$ cat config.mk
export PLATFORM = sky130hd
export DESIGN_NAME = mlpr_ram
export DESIGN_NICKNAME = d
export VERILOG_FILES = /design/src/rtl/mlpr_ram.sv
export SDC_FILE = /design/constraint.sdc
export NUM_CORES = 2
export LEC_CHECK = 0
export BUFFER_PORTS_ARGS = -buffer_cell sky130_fd_sc_hd__buf_2
export CORE_MARGIN = 2
export CORE_UTILIZATION = 50
export CTS_BUF_LIST = sky130_fd_sc_hd__clkbuf_2
export DETAILED_ROUTE_END_ITERATION = 7
export GPL_TIMING_DRIVEN = 0
export HOLD_SLACK_MARGIN = 0.05
export PLACE_DENSITY = 0.65
export SKIP_LAST_GASP = 1
export SLEW_MARGIN = 10
export SYNTH_ARGS = -nofsm -noshare
export SYNTH_HDL_FRONTEND = slang
export SYNTH_SLANG_ARGS = --single-unit
$ cat constraint.sdc
create_clock -name clk -period 5.8 [get_ports clk]
set_clock_uncertainty 0.1 [all_clocks]
set_input_delay 1.16 -clock clk [delete_from_list [all_inputs] [get_ports clk]]
set_output_delay 1.16 -clock clk [all_outputs]
set_load 0.01 [all_outputs]
$ cat src/rtl/mlpr_ram.sv
// ----------------------------------------------------------------------------
// mlpr_ram
// simple dual-port memory, one write port, one registered read port
// ----------------------------------------------------------------------------
module mlpr_ram #(
  parameter int WIDTH = 32,
  parameter int DEPTH = 64
) (
  input  logic                     clk,
  input  logic                     wr_en,
  input  logic [$clog2(DEPTH)-1:0] wr_addr,
  input  logic [WIDTH-1:0]         wr_data,
  input  logic [$clog2(DEPTH)-1:0] rd_addr,
  output logic [WIDTH-1:0]         rd_data
);

  logic [WIDTH-1:0] mem [DEPTH];

  always_ff @(posedge clk) begin
    if (wr_en) begin
      mem[wr_addr] <= wr_data;
    end
    rd_data <= mem[rd_addr];
  end

endmodule

==> out/metrics.csv <==
metric,value,unit
die_width,400,µm
drv_cap,0,
crit_arrival,5650,ps
postLayoutCellArea,0.0896,mm²
multiInputGateArea,0.0160,mm²
start_util,50.3,%
fin_tns_setup,0,ps
mappedNetlistArea,0.0785,mm²
yosys.area_share.adder,0,%
synth_top_area_share,78.3,%
clock.fmax,240,MHz
status,"complete, no violations",
routabilityCongestion,0.899,
power_density,316,mW/mm²
power_frac_comb,6.3,%
path_max_fanout,10,
hold_viol_final,0,
synth_mux_area_share,16.8,%
rsz0062_at_grt,no,
grt_usage,30.2,%
syn-instance-count,3324,
antenna_found_initial,15,
required,7290,ps
hpwl,155000,µm
async_flop_share,0,%
vias_per_cell,6.45,
drtPass1Iterations,6,
chipHeight,400,µm
syn_nets,3370,
totalWireLength,242000,µm
layout_min_cycle_time,4160,ps
synth_flop_cell,edfxtp_1,
design.die.area,0.160,mm²
worstSetupPathType,in -> reg,
cts_root_buffer,clkbuf_2,
drt_iter0_drc,6890,
postSynthAreaPerCell,23.6,µm²
numCtsBuffers,541,
finalNetCount,4146,
yosys-top-cells-area,"edfxtp_1 (78%), mux4_2 (16%), mux2i_1 (1.2%), dfxtp_1 (0.82%), o22ai_1 (0.67%)",
slew_headroom,8.92,%
ys_seq_area_share,79.1,%
synthSimpleGateAreaFrac,1.27,%
areaGrowthSynthToFinish,14.2,%
ant_nets,0,
clock_latency,1890,ps
synth-xor-area-share,0,%
p_switching,7.06,mW
drive_above_1_share,38.0,%
worst_ir_drop_vdd,0.000177,V
start_kind,input pin,
final_common_cell,edfxtp_1,
cts.clk_slew.worst_paths,120,ps
ctsHtreeMaxLevel,6,
pwr-share-clk,34.9,%
finalSetupViolCount,0,
endpoint_kind,flop,
port_buffers,69,
grt_pass1_vias,41500,
maxSlewViolCount,0,
post_cts_buffers,0,
sequentialPowerShare,58.8,%
mostFrequentLayoutCells,"edfxtp_1 (2,048), clkbuf_2 (753), mux4_2 (544)",
switching_share,24.9,%
leakagePower,29.0,nW
wl_per_cell,37.2,µm
dpl_cell_area,0.0846,mm²
ff_latch_area,0.0621,mm²
tightest_slew,1370,ps
grt_pass1_wl,327000,µm
drc,0,
yosys.cell_types.count,34,
fillers,11400,
synth_edf_count,2048,
cts_tree,built,
clk_path_buf_depth,4,
ys_ff_latch,2080,
core_area,0.156,mm²
synth_compound_area_share,1.67,%
fin_crit_sh,71.7,%
total_power,28.3,mW
synth_top_area_cell,edfxtp_1,
synth_top_family_by_area,multiplexers,
cts_hold_buf,43,
vias,41900,
internal_power,21.3,mW
clkSinkCount,2080,
ys.warnings.count,0,
ios,78,
overflow,0,
grt_start_max_net_pins,65,
fp-row-count,145,
cts-resized-gates,0,
hold_class,in -> reg,
-- flip-flops by register name (all words and copies together), names as in the netlist --
register / flops
mem: 2048
rd_data: 32
-- stage by stage --
| stage | util (%) | hold slack (ps) | setup WS, ps | std cells |
|---|---|---|---|---|
| 6_report | 57.5 | 307 | 1640 | 6497 |
| 5_1_grt | 57.5 | 281 | 1850 | 6492 |
| 4_1_cts | 57.4 | 68.1 | 2080 | 6488 |
| 3_5_place_dp | 54.2 | 725 | 129 | 5572 |
| 3_3_place_gp | 52.2 | 730 | -2640 | 5451 |
| 2_1_floorplan | - | 563 | 1380 | 3324 |
-- path summary, 6_finish.rpt --
check	startpoint	endpoint	slack, ps	cells past startpoint
min reg2reg	mem[28][8]	rd_data[8]	780	4
max	rd_addr[1]	rd_data[12]	1640	9
min	wr_addr[5]	mem[52][2]	310	3
max reg2reg	mem[15][12]	rd_data[12]	2860	5
-- synthesized netlist by cell type, types with 21 or more instances --
library cell / n
edfxtp_1: 2048
buf_1: 21
dfxtp_1: 32
mux2i_1: 93
buf_4: 25
o22ai_1: 84
nor2_1: 137
clkbuf_1: 74
buf_2: 57
nand2_1: 26
a21oi_1: 62
o221ai_1: 27
mux4_2: 544
-- logic make-up after synthesis --
kind of cell    count (synthesis)
compound gates                202
buf+inv                       182
flops                        2080
mux                           637
simple gates                  223
-- critical path, stage by stage --
cell	delay, ps
buf_2	430
buf_2	490
buf_2	440
clkbuf_1	540
buf_2	530
mux2i_1	260
a21oi_1	840
a21oi_1	390
nor2_1	510
-- layout make-up --
type                    instances  area share [%]
diodes                          9          0.0251
plain buffers                 182           0.998
clock buffers                 747            4.17
clock inverters               126           0.963
multi-input cells            1062            17.8
flip-flops and latches       2080            69.3
well taps                    2058            2.87
repair buffers                233            3.85
-- power by group through the flow --
stage / Clock, mW / Sequential (mW) / Combinational [mW]
finish: 9.89 / 16.6 / 1.78
global route: 10.8 / 16.7 / 1.82
CTS: 9.99 / 16.7 / 1.75
detailed placement: 0 / 17.0 / 1.72
global placement: 0 / 17.0 / 1.65
floorplan: 0 / 17.0 / 0.809
-- routing by layer --
| metal | routed length, µm | part of all wire, % | GRT usage, % | up-vias |
|---|---|---|---|---|
| met2 | 112000 | 46 | 45.5 | 3414 |
| met3 | 33700 | 14 | 9.06 | 590 |
| met1 | 85600 | 35 | 40.8 | 21800 |
| li1 | - | - | - | 16100 |
| met5 | 69 | 0.029 | 0 | - |
| met4 | 11000 | 4.6 | 14.2 | 12 |
No activity file was read; power rests on OpenSTA's default activity.
