$ cat src/rtl/mlpr_pkg.sv
// ----------------------------------------------------------------------------
// mlpr_pkg
// shared types and constants of the perceptron inference engine
// ----------------------------------------------------------------------------
package mlpr_pkg;

  // item kinds carried on s_tuser
  localparam logic [1:0] CMD_WEIGHT  = 2'd0;
  localparam logic [1:0] CMD_BIAS    = 2'd1;
  localparam logic [1:0] CMD_FEATURE = 2'd2;

  // configuration register indexes
  localparam logic [1:0] REG_IN_SIZE = 2'd0;
  localparam logic [1:0] REG_H1_SIZE = 2'd1;
  localparam logic [1:0] REG_H2_SIZE = 2'd2;
  localparam logic [1:0] REG_OUT_SIZE = 2'd3;

  localparam int IDX_W  = 6;   // neuron index width
  localparam int CNT_W  = 7;   // sizes and counters
  localparam int DATA_W = 32;  // q16.16
  localparam int ACC_W  = 56;  // 48-bit terms, up to 64 of them plus bias

  typedef struct packed {
    logic             valid;
    logic             first;
    logic             last;
    logic             relu;
    logic [IDX_W-1:0] idx;
  } mac_ctl_t;

endpackage

$ cat src/rtl/mlpr_mac.sv
// ----------------------------------------------------------------------------
// mlpr_mac
// multiply-accumulate pipeline: product, floor shift, bias, saturate, relu
// ----------------------------------------------------------------------------
module mlpr_mac
  import mlpr_pkg::*;
(
  input  logic              clk,
  input  logic              rst,
  input  mac_ctl_t          ctl,
  input  logic [DATA_W-1:0] act_data,
  input  logic [DATA_W-1:0] weight_data,
  input  logic [DATA_W-1:0] bias_data,
  output logic              res_valid,
  output logic [IDX_W-1:0]  res_idx,
  output logic [DATA_W-1:0] res_value,
  output logic              busy
);

  mac_ctl_t ctl1, ctl2, ctl3;
  logic signed [2*DATA_W-1:0] prod;
  logic [DATA_W-1:0]          bias2;
  logic signed [ACC_W-1:0]    acc;
  logic signed [ACC_W-1:0]    acc_next;
  logic signed [2*DATA_W-17:0] term;
  logic                       ovf;
  logic [DATA_W-1:0]          sat;

  // arithmetic shift of the product is the floor of the division by 2^16
  assign term = prod[2*DATA_W-1:16];

  always_comb begin
    acc_next = ctl2.first ? ACC_W'(signed'(bias2)) : acc;
    acc_next = acc_next + ACC_W'(term);
  end

  always_ff @(posedge clk) begin
    if (rst) begin
      ctl1 <= '0;
      ctl2 <= '0;
      ctl3 <= '0;
    end else begin
      ctl1 <= ctl;
      ctl2 <= ctl1;
      ctl3 <= ctl2;
    end
    prod  <= signed'(act_data) * signed'(weight_data);
    bias2 <= bias_data;
    if (ctl2.valid) begin
      acc <= acc_next;
    end
  end

  assign ovf = (acc[ACC_W-1:DATA_W-1] != '0) && (acc[ACC_W-1:DATA_W-1] != '1);

  always_comb begin
    if (ovf) begin
      sat = acc[ACC_W-1] ? {1'b1, {(DATA_W-1){1'b0}}} : {1'b0, {(DATA_W-1){1'b1}}};
    end else begin
      sat = acc[DATA_W-1:0];
    end
    if (ctl3.relu && sat[DATA_W-1]) begin
      sat = '0;
    end
  end

  assign res_valid = ctl3.valid && ctl3.last;
  assign res_idx   = ctl3.idx;
  assign res_value = sat;
  assign busy      = ctl1.valid || ctl2.valid || ctl3.valid;

endmodule

$ cat config.mk
export PLATFORM = sky130hd
export DESIGN_NAME = mlpr_mac
export DESIGN_NICKNAME = d
export VERILOG_FILES = /design/src/rtl/mlpr_pkg.sv /design/src/rtl/mlpr_mac.sv
export SDC_FILE = /design/constraint.sdc
export NUM_CORES = 2
export LEC_CHECK = 0
export ABC_AREA = 1
export BUFFER_PORTS_ARGS = -buffer_cell sky130_fd_sc_hd__buf_2
export CAP_MARGIN = 25
export CORE_ASPECT_RATIO = 1.5
export CORE_MARGIN = 3
export CORE_UTILIZATION = 61
export CTS_CLUSTER_DIAMETER = 80
export CTS_CLUSTER_SIZE = 8
export DETAILED_ROUTE_END_ITERATION = 12
export PLACE_DENSITY = 0.78
export SYNTH_ARGS = -nofsm -noshare
export SYNTH_HDL_FRONTEND = slang
export SYNTH_SLANG_ARGS = --single-unit
$ cat constraint.sdc
create_clock -name clk -period 8.3 [get_ports clk]
set_input_delay 0 -clock clk [delete_from_list [all_inputs] [get_ports clk]]
set_output_delay 0 -clock clk [all_outputs]
set_load 0.05 [all_outputs]
==> flow_metrics.tcl <==
set metrics [dict create \
    min_path_cells 2 \
    min_period_ns 7.26 \
    synth_area_leader_cell "fa_1" \
    grt_usage_pct 36.1 \
    setup_tns_ns 0 \
    min_path_type "primary input to register" \
    netlist.area_leader.share_pct 45.6 \
    hp-start "bias_data[27]" \
    crit_start "weight_data[2]" \
    grt_pass1_vias 43400 \
    mostFrequentLayoutCells "1,815 x inv_1, 1,683 x nand2_1, 1,082 x fa_1" \
    fin_skew_ns 0.0192 \
    clk_latency_ns 0.47 \
    reg2reg_from "ctl2[8]" \
    firstDrtPassIters 7 \
    crit_path_max_fanout 32 \
    cp_data_arrival_time_ns 7.63 \
    start_util_pct 62.0 \
    synth_cells 6161 \
    cts_tree "built" \
    nNetsFinal 7631 \
    cts_buffers 17 \
    crit_required_ns 8.67 \
    setup_viol 0 \
    syn_avg_cell_area_sq_um 7.71 \
    grt_pass1_wl_microns 225000 \
    dpl.hpwl_microns 118000 \
    drt_iter0_drc 2838 \
    maxSlewHeadroom_pct 35.8 \
    num-fill-cells 6553 \
    io_buffers 147 \
    tightest_slew_ns 0.962 \
    drc 0 \
    r2r_cells 11 \
    core_sq_um 76600 \
    viasPerCell 5.39 \
    yosys.cell_types.count 40 \
    cts_sinks 165 \
    fp-row-count 124 \
    syn2layout_area_growth_pct 5.61 \
    die_w_microns 234 \
    wl_microns 140000 \
    cp-endpoint "prod[52]" \
    cap_violations 0 \
    place_congestion 1.05 \
    end_kind "register" \
    die_area_sq_um 81400 \
    overflow 0 \
    cts.clk_slew.worst_paths_ns 0.09 \
    fmax_mhz 138 \
    syn_area_sq_um 47500 \
    finalCritPeriodShare_pct 87.5 \
    netlist_top_cells_area "fa_1 46%, inv_1 14%, nand2_1 13%" \
    chipHeight_microns 348 \
    finalHoldViolCount 0 \
    cts_buffer_depth 2 \
    status "finished, final reports clean" \
    synth_nets 7586 \
    rsz0062_at_grt "false" \
    via_count 39000 \
    ios 148 \
    wl_per_cell_microns 19.3 \
    start_kind "primary input" \
    async_reset_ff_share_pct 0 \
    synth_enable_flop_cells 56 \
    antenna_found_initial 5 \
    drive_gt1_share_pct 4.81 \
    synth_warnings 0 \
    clock-root-buffer "clkbuf_16" \
    r2r_slack_ns 4.45 \
    grt_max_degree 59 \
    r2r_end "acc[40]" \
    mostFrequentLayoutCell "inv_1" \
    synthFlopType "dfxtp_1" \
    crit_type "primary input to register" \
    seq_area_frac_synth_pct 8.13 \
    htree_levels 4 \
    ant_nets 0 \
    slew_violations 0 \
    ys_seq_elements 165 \
]
repair_timing:
action                                 in CTS  in global routing
hold buffers                               52                  0
endpoints found under the hold margin      60                  0
buffers inserted                            0                  0
resized for setup                           0                  0
metal layers:
metal  GRT usage, %  wire length [microns]  up-vias
li1               -                      -    17500
met1           40.1                  47600    19100
met2           63.9                  70800     1786
met3           5.00                   9570      612
met4           24.0                  11600        4
met5              0                     27        -
layout make-up:
type | instances | area [sq um] | share of cell area (%)
Sequential cell | 165 | 3870 | 7.70
Multi-Input combinational cell | 3961 | 36000 | 71.7
Inverter | 1817 | 6820 | 13.6
Antenna cell | 3 | 7.51 | 0.0150
Clock buffer | 17 | 425 | 0.848
Tap cell | 1008 | 1260 | 2.51
Timing Repair Buffer | 244 | 1600 | 3.19
Clock inverter | 15 | 219 | 0.436
worst max-delay path, cell delays in order:
cell	delay [ns]
buf_2	0.51
nand2_1	0.21
inv_1	0.18
fa_1	0.46
fa_1	0.49
fa_1	0.84
inv_1	0.13
fa_1	0.72
inv_1	0.27
fa_1	0.54
inv_1	0.05
fa_1	0.55
fa_1	0.43
fa_1	0.51
inv_1	0.04
ha_1	0.39
nand2_1	0.12
nor2_1	0.24
inv_1	0.07
nor2_1	0.13
nand2_1	0.16
a21oi_1	0.32
nor2_1	0.11
nand3_1	0.10
nand2_1	0.05
worst min path at each step:
stage / end / slack, ns
global placement: bias2[29] / 0.10
detailed placement: bias2[11] / 0.10
floorplan: bias2[0] / 0.03
global route: bias2[27] / 0.17
finish: bias2[27] / 0.16
CTS: bias2[27] / 0.15
Yosys cell counts (21+ instances only):
cell and number:
a21oi_1 193, clkbuf_1 200, dfxtp_1 109, edfxtp_1 56
fa_1 1082, ha_1 235, inv_1 1815, mux2_2 30
nand2_1 1683, nand3_1 109, nand4_1 30, nor2_1 305
nor3_1 21, o21ai_0 122, o21bai_1 21, xor2_1 52
logic make-up after synthesis:
family	synth area share [%]
and+or+nand+nor	18.3
AOI/OAI and AO/OA	3.87
xor gates and xnor gates	1.07
buffers and inverters	16.1
adders and majority gates	51.8
DFF	8.13
muxes	0.711
stage by stage:
| step | cell area [sq um] | instances | hold slack, ns | setup WS, ns | util [%] |
|---|---|---|---|---|---|
| final | 50200 | 7230 | 0.165 | 1.04 | 65.5 |
| after global routing | 50200 | 7228 | 0.168 | 0.657 | 65.5 |
| after CTS | 50200 | 7226 | 0.150 | 1.09 | 65.4 |
| after detailed placement | 49000 | 7142 | 0.104 | 0.613 | 63.9 |
| after global placement | 49000 | 7142 | 0.102 | 0.700 | 63.9 |
| after floorplan | 47500 | 6161 | 0.0277 | 1.48 | - |
registers in the layout (all words and copies together) (netlist names):
register  cells
acc          56
bias2        32
ctl1         10
ctl2         10
ctl3          3
prod         48
res_idx       6
Power is left out: the tool's default activity adds up to more than one toggle a clock period on the data nets, which glitch-free logic cannot reach.
